<file path="src/hw/rtl/slc_pkg.sv">
// Shared types and codes for the sound and light lamp controller.
// Used by slc_core and sound_light_lamp_controller; no dependencies.
`default_nettype none

package slc_pkg;

  localparam int DefaultTicksPerSecond = 10;
  localparam int DefaultSoundThreshold = 10;

  localparam int HitsW      = 16;
  localparam int SecondsW   = 9;
  localparam int PrescaleW  = 10;
  localparam int CfgIndexW  = 2;
  localparam int CfgDataW   = 9;

  // Tick kinds carried on the input tuser.
  typedef enum logic [1:0] {
    TICK_SAMPLE  = 2'd0,
    TICK_WINDOW  = 2'd1,
    TICK_REFRESH = 2'd2,
    TICK_UNUSED  = 2'd3
  } tick_t;

  typedef enum logic [1:0] {
    LAMP_MANUAL    = 2'd0,
    LAMP_SOUND     = 2'd1,
    LAMP_LIGHT     = 2'd2,
    LAMP_SOUND_AND = 2'd3
  } lamp_mode_t;

  typedef enum logic [CfgIndexW-1:0] {
    REG_LAMP_MODE   = 2'd0,
    REG_ON_DURATION = 2'd1,
    REG_MANUAL_ON   = 2'd2,
    REG_NONE        = 2'd3
  } reg_index_t;

  typedef struct packed {
    lamp_mode_t          lamp_mode;
    logic [SecondsW-1:0] on_duration_s;
    logic                manual_on;
  } cfg_regs_t;

  typedef struct packed {
    tick_t mode;
    logic  sound_bit;
    logic  light_request;
  } in_item_t;

  typedef struct packed {
    logic                lamp_on;
    logic                relay_level;
    logic [SecondsW-1:0] remaining_s;
  } out_item_t;

endpackage

`default_nettype wire

</file>
<file path="src/hw/rtl/slc_core.sv">
// State update for the lamp controller: hit counter, countdown, prescaler, lamp.
// Depends on slc_pkg; one request is folded into the state per cycle.
`default_nettype none

module slc_core
  import slc_pkg::*;
#(
  parameter int TICKS_PER_SECOND = DefaultTicksPerSecond,
  parameter int SOUND_THRESHOLD  = DefaultSoundThreshold
) (
  input  wire logic      clk,
  input  wire logic      rst,
  input  wire logic      in_valid,
  input  wire in_item_t  in_item,
  input  wire cfg_regs_t cfg,
  output out_item_t      result_next
);

  localparam logic [PrescaleW-1:0] TicksReload = PrescaleW'(TICKS_PER_SECOND);
  localparam logic [HitsW-1:0]     Threshold   = HitsW'(SOUND_THRESHOLD);

  logic [HitsW-1:0]     sound_hits, sound_hits_next;
  logic [SecondsW-1:0]  remaining, remaining_next;
  logic [PrescaleW-1:0] prescaler, prescaler_next;
  logic                 lamp_state, lamp_state_next;
  logic                 snd_active;
  logic [PrescaleW-1:0] prescaler_base;

  always_comb begin
    sound_hits_next = sound_hits;
    remaining_next  = remaining;
    prescaler_next  = prescaler;
    lamp_state_next = lamp_state;
    snd_active      = (remaining != '0);
    prescaler_base  = (prescaler == '0) ? TicksReload : prescaler;
    if (in_valid) begin
      case (in_item.mode)
        TICK_SAMPLE: begin
          if (in_item.sound_bit && (sound_hits != '1)) begin
            sound_hits_next = sound_hits + HitsW'(1);
          end
        end
        TICK_WINDOW: begin
          if (sound_hits > Threshold) begin
            remaining_next = cfg.on_duration_s;
          end
          sound_hits_next = '0;
        end
        TICK_REFRESH: begin
          case (cfg.lamp_mode)
            LAMP_MANUAL: lamp_state_next = cfg.manual_on;
            LAMP_SOUND:  lamp_state_next = snd_active;
            LAMP_LIGHT:  lamp_state_next = in_item.light_request;
            default:     lamp_state_next = snd_active & in_item.light_request;
          endcase
          // The countdown runs after the lamp decision and only while armed.
          if (snd_active) begin
            prescaler_next = prescaler_base - PrescaleW'(1);
            if (prescaler == '0) begin
              remaining_next = remaining - SecondsW'(1);
            end
          end
        end
        default: ;
      endcase
    end
  end

  always_ff @(posedge clk) begin
    if (rst) begin
      sound_hits <= '0;
      remaining  <= '0;
      prescaler  <= TicksReload;
      lamp_state <= 1'b0;
    end else begin
      sound_hits <= sound_hits_next;
      remaining  <= remaining_next;
      prescaler  <= prescaler_next;
      lamp_state <= lamp_state_next;
    end
  end

  assign result_next.lamp_on     = lamp_state_next;
  assign result_next.relay_level = ~lamp_state_next;
  assign result_next.remaining_s = remaining_next;

`ifndef SYNTH
  a_hits_clear: assert property (@(posedge clk) disable iff (rst)
    (in_valid && in_item.mode == TICK_WINDOW) |=> (sound_hits == '0))
    else $error("hit counter not cleared after window end");

  a_countdown_step: assert property (@(posedge clk) disable iff (rst)
    !(in_valid && in_item.mode == TICK_WINDOW) |=>
      (remaining == $past(remaining) || remaining == $past(remaining) - SecondsW'(1)))
    else $error("countdown moved by more than one second");

  a_lamp_only_refresh: assert property (@(posedge clk) disable iff (rst)
    !(in_valid && in_item.mode == TICK_REFRESH) |=> $stable(lamp_state))
    else $error("lamp state changed outside a refresh tick");
`endif

endmodule

`default_nettype wire

</file>
<file path="src/hw/rtl/sound_light_lamp_controller.sv">
// Sound and light lamp controller, top level.
// An accepted request's result is written to the output register at the edge that accepts it.
// Throughput: one request per cycle unless m_tready stalls; the output register frees when taken.
// Reset (rst, synchronous): counters cleared, prescaler at TICKS_PER_SECOND, lamp off,
// registers at mode light, 30 s duration, manual off. Depends on slc_pkg and slc_core.
`default_nettype none

module sound_light_lamp_controller
  import slc_pkg::*;
#(
  parameter int TICKS_PER_SECOND = DefaultTicksPerSecond,
  parameter int SOUND_THRESHOLD  = DefaultSoundThreshold
) (
  input  wire logic                 clk,
  input  wire logic                 rst,
  input  wire logic                 s_tvalid,
  output logic                      s_tready,
  input  wire logic [7:0]           s_tdata,   // [0] sound_bit, [1] light_request
  input  wire logic [1:0]           s_tuser,   // [1:0] mode
  output logic                      m_tvalid,
  input  wire logic                 m_tready,
  output logic [15:0]               m_tdata,   // [0] lamp_on, [1] relay_level, [10:2] remaining_s
  input  wire logic                 cfg_valid,
  output logic                      cfg_ready,
  input  wire logic [CfgIndexW-1:0] cfg_index,
  input  wire logic [CfgDataW-1:0]  cfg_data
);

  cfg_regs_t cfg;
  in_item_t  in_item;
  out_item_t result_next, result;
  logic      in_fire;

  assign cfg_ready = 1'b1;

  always_ff @(posedge clk) begin
    if (rst) begin
      cfg.lamp_mode     <= LAMP_LIGHT;
      cfg.on_duration_s <= SecondsW'(30);
      cfg.manual_on     <= 1'b0;
    end else if (cfg_valid) begin
      unique case (reg_index_t'(cfg_index))
        REG_LAMP_MODE:   cfg.lamp_mode     <= lamp_mode_t'(cfg_data[1:0]);
        REG_ON_DURATION: cfg.on_duration_s <= cfg_data[SecondsW-1:0];
        REG_MANUAL_ON:   cfg.manual_on     <= cfg_data[0];
        default: ;
      endcase
    end
  end

  // The output register takes a new result whenever it is empty or being drained.
  assign s_tready = !m_tvalid || m_tready;
  assign in_fire  = s_tvalid && s_tready;

  assign in_item.mode          = tick_t'(s_tuser);
  assign in_item.sound_bit     = s_tdata[0];
  assign in_item.light_request = s_tdata[1];

  slc_core #(
    .TICKS_PER_SECOND (TICKS_PER_SECOND),
    .SOUND_THRESHOLD  (SOUND_THRESHOLD)
  ) u_core (
    .clk         (clk),
    .rst         (rst),
    .in_valid    (in_fire),
    .in_item     (in_item),
    .cfg         (cfg),
    .result_next (result_next)
  );

  always_ff @(posedge clk) begin
    if (rst) begin
      m_tvalid <= 1'b0;
    end else if (in_fire) begin
      m_tvalid <= 1'b1;
    end else if (m_tready) begin
      m_tvalid <= 1'b0;
    end
  end

  always_ff @(posedge clk) begin
    if (in_fire) begin
      result <= result_next;
    end
  end

  assign m_tdata = {5'd0, result.remaining_s, result.relay_level, result.lamp_on};

`ifndef SYNTH
  a_relay_inverse: assert property (@(posedge clk) disable iff (rst)
    m_tvalid |-> (m_tdata[1] != m_tdata[0]))
    else $error("relay level is not the inverse of the lamp state");

  a_ready_when_empty: assert property (@(posedge clk) disable iff (rst)
    !m_tvalid |-> s_tready)
    else $error("input stalled while the output register is empty");

  a_result_after_request: assert property (@(posedge clk) disable iff (rst)
    (s_tvalid && s_tready) |=> m_tvalid)
    else $error("accepted request produced no result");
`endif

endmodule

`default_nettype wire

</file>
<file path="config.mk">
export PLATFORM = sky130hd
export DESIGN_NAME = sound_light_lamp_controller
export DESIGN_NICKNAME = d
export VERILOG_FILES = /design/src/hw/rtl/slc_pkg.sv /design/src/hw/rtl/slc_core.sv /design/src/hw/rtl/sound_light_lamp_controller.sv
export SDC_FILE = /design/constraint.sdc
export NUM_CORES = 1
export LEC_CHECK = 0
export ABC_CLOCK_PERIOD_IN_PS = 3700
export BUFFER_PORTS_ARGS = -buffer_cell sky130_fd_sc_hd__buf_2
export CORE_UTILIZATION = 34
export CTS_CLUSTER_SIZE = 40
export DETAILED_ROUTE_END_ITERATION = 7
export GPL_ROUTABILITY_DRIVEN = 0
export PLACE_DENSITY = 0.51
export SLEW_MARGIN = 20
export SYNTH_ARGS = -nofsm -noshare
export SYNTH_HDL_FRONTEND = slang
export SYNTH_SLANG_ARGS = --single-unit
</file>
<file path="constraint.sdc">
create_clock -name clk -period 3.7 [get_ports clk]
set_input_delay 0 -clock clk [delete_from_list [all_inputs] [get_ports clk]]
set_output_delay 0 -clock clk [all_outputs]
set_load 0.005 [all_outputs]
</file>
==> impl_metrics.tcl, run 1 <==
set metrics [dict create \
    antenna_found_initial 0 \
    num_rows 34 \
    drv_cap 0 \
    cp_num_buf_inv 0 \
    rsz0062_at_grt "no" \
    drc 0 \
    nets 433 \
    cts_setup_buffers 0 \
    grt_pass1_vias 2526 \
    met1_usage_pct 23.6 \
    fin_crit_sh_pct 67.5 \
    die_x_microns 98.9 \
    grt_max_degree 25 \
    cts_buffers 9 \
    synth.top_cell.area_share_pct 30.7 \
    dpl.hpwl_mm 5.30 \
    synth_warnings 0 \
    grt_pass1_wl_mm 12.3 \
    io_pins 45 \
    synth-edff-count 11 \
    cp.arrival_ns 2.56 \
    io_buffers 32 \
    cts_tree "done" \
    slowest_delay_ns 0.58 \
    ys_top_cells_by_count "49 x dfxtp_1, 40 x nand2_1, 28 x a21oi_1" \
    final_core_util_pct 41.6 \
    finalCriticalPeriod_ns 2.50 \
    ir_worst_vdd_v 0.000213 \
    use_met2_pct 23.0 \
    clock_skew_ns 0.00989 \
    drt-total-wl_mm 7.47 \
    grt_util_all_layers_pct 16.0 \
    fill_cells 884 \
    area_growth_pct 15.8 \
    synth-seq-area-share_pct 41.1 \
    final_hold_viol_count 0 \
    crit_slowest_cell "nand4b_1" \
    p_leak_uw 0.00136 \
    cts.clk_slew.worst_paths_ns 0.07 \
    yosysMostFrequentCell "dfxtp_1" \
    synthTopCellsByArea "dfxtp_1 31%, edfxtp_1 10%, nand2_1 4.7%" \
    antenna_cells 0 \
    drive_gt1_share_pct 17.0 \
    overflow 0 \
    netlist_instances 360 \
    hold_slack_ns 0.0613 \
    fmax_mhz 400 \
    cts.sinks 60 \
    syn_area_per_cell_sq_um 8.86 \
    maxSlewViolCount 0 \
    setup_viol 0 \
    die_h_microns 98.9 \
    synth-seq-cells 60 \
    synth_largest_area_cell "dfxtp_1" \
    clock_path_buffers 2 \
    first_iter_violations 129 \
    post-route-cell-area_sq_um 3700 \
    syn_area_sq_um 3190 \
    synthArstFlopShare_pct 0 \
    synth_cell_type_count 67 \
    path_class "flop to flop" \
    place_area_sq_um 3400 \
    cp-start-kind "flop" \
    busiest_layer "met1" \
    initial_core_util_pct 35.9 \
    synthFlopType "dfxtp_1" \
    tightestPinTransition_ns 0.849 \
    ant_nets 0 \
    vias_per_cell 5.22 \
    die-area_sq_um 9780 \
    crit_path_cell_trace "nor4_2 -> nand4b_1 -> and3_1 -> a32oi_1 -> o22ai_1" \
    cp_top_family "simple AND/OR/NAND/NOR gates" \
    path_max_fanout 15 \
    clockRootBuffer "clkbuf_8" \
    cts_repair_resize_count 0 \
    end_kind "flop" \
    min_path_type "input pin to flop" \
    cts_htree_levels 3 \
    power_density_nw_per_um2 381 \
    insertion_delay_ns 0.33 \
    cts_hold_buf 9 \
    fin_cells 513 \
    dp.cells 488 \
    firstDrtPassIters 4 \
    required_ns 3.76 \
    core_area_sq_um 8890 \
    setup_tns_ns 0 \
    route.vias.total 2677 \
    groute.layer.met3.usage_pct 2.98 \
    post_drt_wl_per_cell_microns 14.6 \
    outcome "finished, final reports clean" \
    slew_headroom_pct 43.2 \
]
-- power by group --
| part | switching [uW] | internal [uW] | total (uW) |
|---|---|---|---|
| logic | 62.5 | 40.0 | 103 |
| registers | 7.10 | 678 | 685 |
| clock network | 249 | 373 | 622 |
-- cell usage in the layout, fill, tap and decap left out, drive strengths merged, types with 4 or more instances in the layout --
master / instances
dfxtp: 49
nand2: 40
buf: 33
a21oi: 29
nor2: 24
inv: 19
nand3: 18
o21ai: 18
nand4: 12
edfxtp: 11
or3: 11
clkbuf: 10
dlygate4sd3: 9
nor4: 9
nor3: 8
and2: 7
ha: 7
and3: 6
a31oi: 6
mux2i: 6
xnor2: 6
conb: 6
a32oi: 5
nand2b: 4
o31ai: 4
nor2b: 4
or4: 4
-- worst paths after layout --
check                      start                   to  slack, ns  cells after the start
max          u_core.remaining[2]           m_tdata[4]       1.20                      5
min                    cfg_valid               cfg[0]       0.06                      4
max reg2reg  u_core.remaining[2]           m_tdata[4]       1.20                      5
min reg2reg  u_core.prescaler[9]  u_core.prescaler[9]       0.47                      1
-- worst reg2reg max path: cells and delay by family, from the launching register on --
family | cells | cell delay, ns
DFF | 1 | 0.36
and+or+nand+nor | 3 | 1.47
AOI/OAI and AO/OA | 2 | 0.42
-- cells by family after synthesis --
kind of cell    count (synthesis)  synth area share, %
simple gates                  159                 29.1
compound gates                 81                 16.7
flops                          60                 41.1
buf+inv                        36                 5.65
xor+xnor                        8                 2.20
fa+ha+maj                       7                 2.74
mux                             7                 2.24
other cells                     2                0.235
-- stage by stage --
stage	worst slack (ns)	total power, uW
after global routing	1.01	1480
after global placement	1.26	795
after CTS	1.25	1430
after floorplan	1.77	764
final	1.20	1410
after detailed placement	1.29	796
-- metal layers --
metal	wire, microns	vias to the layer above
li1	-	1392
met1	3880	1210
met2	3090	66
met3	422	9
met4	86	0
met5	0	-
-- sequential cells by signal (all words and copies together), names as in the netlist --
register / cells
u_core.sound_hits: 16
cfg: 12
m_tdata: 11
u_core.prescaler: 10
u_core.remaining: 9
m_tvalid: 1
u_core.lamp_state: 1
-- layout make-up --
cell class / count / area (sq um) / share of cell area, %
clock buffers: 10 / 128 / 3.45
well taps: 108 / 135 / 3.66
clock inverters: 6 / 78.8 / 2.13
flip-flops and latches: 60 / 1310 / 35.5
inverters: 19 / 71.3 / 1.93
multi-input cells: 268 / 1710 / 46.4
repair buffers: 42 / 258 / 6.97
(Power assumes the default switching activity.)
==> run 2: changes to the inputs <==
--- a/config.mk
+++ b/config.mk
@@ -5,13 +5,14 @@
 export SDC_FILE = /design/constraint.sdc
 export NUM_CORES = 1
 export LEC_CHECK = 0
-export ABC_CLOCK_PERIOD_IN_PS = 3700
+export ABC_AREA = 1
+export ABC_CLOCK_PERIOD_IN_PS = 2000
 export BUFFER_PORTS_ARGS = -buffer_cell sky130_fd_sc_hd__buf_2
 export CORE_UTILIZATION = 34
 export CTS_CLUSTER_SIZE = 40
 export DETAILED_ROUTE_END_ITERATION = 7
 export GPL_ROUTABILITY_DRIVEN = 0
-export PLACE_DENSITY = 0.51
+export PLACE_DENSITY = 0.53
 export SLEW_MARGIN = 20
 export SYNTH_ARGS = -nofsm -noshare
 export SYNTH_HDL_FRONTEND = slang
==> constraint.sdc (replaced) <==
create_clock -name clk -period 2 [get_ports clk]
set_input_delay 0 -clock clk [delete_from_list [all_inputs] [get_ports clk]]
set_output_delay 0 -clock clk [all_outputs]
set_load 0.005 [all_outputs]
==> run 2 against run 1 <==
Core utilization increased by 1.1 points. Setup slack lost 1.0 ns. Register-to-register slack got worse by 1.0 ns. Cell area up 8.7%. Worst hold slack better by 0.025 ns. Critical path depth increased by 4. Sequential power increased by 88%. Non-clock buffer count rose by 12. Via count up 19%. Critical path type unchanged.
==> impl_metrics.tcl, run 2 <==
set metrics [dict create \
    outcome "finished, final reports clean" \
    initial_core_util_pct 35.7 \
    synthFlopType "dfxtp_1" \
    vias_per_cell 4.63 \
    clockRootBuffer "clkbuf_8" \
    grt_pass1_wl_mm 13.5 \
    grt_pass1_vias 2882 \
    nets 585 \
    slew_headroom_pct 63.8 \
    synthXorXnorAreaFrac_pct 2.08 \
    cts.clk_slew.worst_paths_ns 0.07 \
    first_iter_violations 142 \
    post-route-cell-area_sq_um 4020 \
    synth.mux.area_fraction_pct 0 \
    min_path_type "input pin to flop" \
    synthArstFlopShare_pct 0 \
    die_h_microns 101 \
    crit_slowest_cell "dfxtp_1" \
    syn_area_per_cell_sq_um 6.73 \
    antenna_cells 0 \
    post_drt_wl_per_cell_microns 11.6 \
    io_buffers 32 \
    p_sw_share_pct 25.4 \
    cp-start-kind "flop" \
    synth-seq-cells 60 \
    drive_gt1_share_pct 14.2 \
    insertion_delay_ns 0.33 \
    cts.sinks 60 \
    drt-total-wl_mm 7.93 \
    grt_util_all_layers_pct 16.7 \
    p_sw_uw 707 \
    worstHoldStart "s_tdata[0]" \
    ant_nets 0 \
    maxSlewViolCount 0 \
    cts_buffers 9 \
    cp_num_buf_inv 2 \
    p_clk_share_pct 42.6 \
    netlist_instances 500 \
    synth_cell_type_count 38 \
    grt_max_degree 31 \
    power_density_nw_per_um2 694 \
    fin_cells 686 \
    syn_area_sq_um 3360 \
    pre_cts_ws_ns 0.146 \
    slowest_delay_ns 0.31 \
    cp_top_family "simple AND/OR/NAND/NOR gates" \
    tightestPinTransition_ns 0.539 \
    synth.top_cell.area_share_pct 29.2 \
    drv_cap 0 \
    synth_largest_area_cell "dfxtp_1" \
    top_register "u_core.sound_hits" \
    synthTopCellsByArea "dfxtp_1 29%, nand2_1 17%, edfxtp_1 9.8%" \
    firstDrtPassIters 5 \
    end_kind "flop" \
    path_max_fanout 10 \
    crit_path_cell_trace "inv_1 -> ha_2 -> nand2_1 -> nor2_2 -> nand2_4 -> nand2_2 -> inv_1 -> a21oi_1 -> nor2_1" \
    area_growth_pct 19.4 \
    synthAdderAreaFrac_pct 2.60 \
    p_seq_share_pct 46.4 \
    synth_compound_area_share_pct 9.04 \
    largest_reg_flops 16 \
    rr_startpoint "u_core.remaining[0]" \
    drc 0 \
    path_class "flop to flop" \
    die_x_microns 101 \
    cts_htree_levels 3 \
    cp.arrival_ns 2.03 \
    setup_viol 0 \
    ir_worst_vdd_v 0.000365 \
    io_pins 45 \
    final_core_util_pct 42.7 \
    die-area_sq_um 10300 \
    synth-seq-area-share_pct 39.0 \
    cts_tree "done" \
    cts_setup_buffers 0 \
    cpMostUsedCell "inv_1" \
    synth_warnings 0 \
    fin_crit_sh_pct 90.1 \
    required_ns 2.23 \
    p_int_uw 2080 \
    rsz0062_at_grt "no" \
    yosys.area_share.simple_pct 37.4 \
    final_hold_viol_count 0 \
    fmax_mhz 555 \
    yosysMostFrequentCell "nand2_1" \
    setup_ws_ns 0.198 \
    pwr-share-comb_pct 11.0 \
    synth_top_family_by_area "simple AND/OR/NAND/NOR gates" \
    synth-edff-count 11 \
    setup_tns_ns 0 \
    layout_commonest_cell "nand2_1" \
    num_rows 35 \
    overflow 0 \
    mostFrequentLayoutCells "150 x nand2_1, 75 x nor2_1, 51 x inv_1" \
    antenna_found_initial 0 \
    p_leak_uw 0.00176 \
    clock_path_buffers 2 \
    route.vias.total 3174 \
    dp.cells 656 \
    clock_skew_ns 0.00971 \
    dpl.hpwl_mm 5.79 \
    crit_start "u_core.remaining[0]" \
    ys_top_cells_by_count "150 x nand2_1, 75 x nor2_1, 51 x inv_1" \
    core_area_sq_um 9420 \
    finalCriticalPeriod_ns 1.80 \
    place_area_sq_um 3640 \
]
## run 2: cell types whose count changed after synthesis, moves of 6 or more
cell	before	now
nor2_1	21	75
mux2i_1	6	0
and3_1	6	0
inv_1	18	51
and2_1	7	1
or3_1	10	1
a31oi_1	6	0
nand3_1	17	31
nand2_1	40	150
## run 2: kinds of logic (layout without fill, tap and decap cells)
kind of cell	Yosys count	in the layout
AO/OA/AOI/OAI	54	54
XOR/XNOR	8	8
adder cells (fa/ha/maj)	7	7
buffers and inverters	73	126
flip-flops	60	60
other	2	6
AND/OR/NAND/NOR	296	296
## run 2: final timing paths
path	endpoint	slack [ns]	cells past startpoint
max	u_core.prescaler[6]	0.20	9
min	u_core.sound_hits[0]	0.09	5
max reg2reg	u_core.prescaler[6]	0.20	9
min reg2reg	cfg[0]	0.46	2
## run 2: tightest hold or removal path: cells and delay by family
kind / cells / cell delay, ns
compound gates: 2 / 0.12
simple gates: 2 / 0.14
buf+inv: 1 / 0.11
## run 2: area by class of cell
type | count | area [sq um]
Tap cell | 129 | 161
Timing Repair Buffer | 54 | 360
Inverter | 56 | 210
Clock inverter | 7 | 90.1
Multi-Input combinational cell | 371 | 1760
Fill cell | 1006 | 5400
Clock buffer | 9 | 124
Sequential cell | 60 | 1310
## run 2: power by group through the flow
stage / Sequential [uW] / Combinational, uW / Clock (uW)
global route: 1300 / 352 / 1290
finish: 1290 / 307 / 1190
global placement: 1320 / 281 / 0
floorplan: 1320 / 198 / 0
CTS: 1290 / 305 / 1230
detailed placement: 1320 / 284 / 0
## run 2: layer usage
| metal | share of wire (%) | GRT usage [%] |
|---|---|---|
| met1 | 53 | 24.1 |
| met2 | 41 | 25.2 |
| met3 | 5.4 | 3.38 |
| met4 | 1.1 | 4.68 |
| met5 | 0 | 0 |
## run 2: through the flow
stage / total power (uW) / hold slack [ns]
CTS: 2830 / 0.0442
finish: 2790 / 0.0859
global route: 2940 / 0.0860
global placement: 1600 / 0.216
floorplan: 1520 / 0.102
detailed placement: 1600 / 0.222
## run 2: repair_timing
action | 4_1_cts | 5_1_grt
gates resized for setup | 0 | 4
hold buffers | 14 | 0
hold endpoints to repair | 13 | 0
endpoints found under the setup margin | 0 | 11
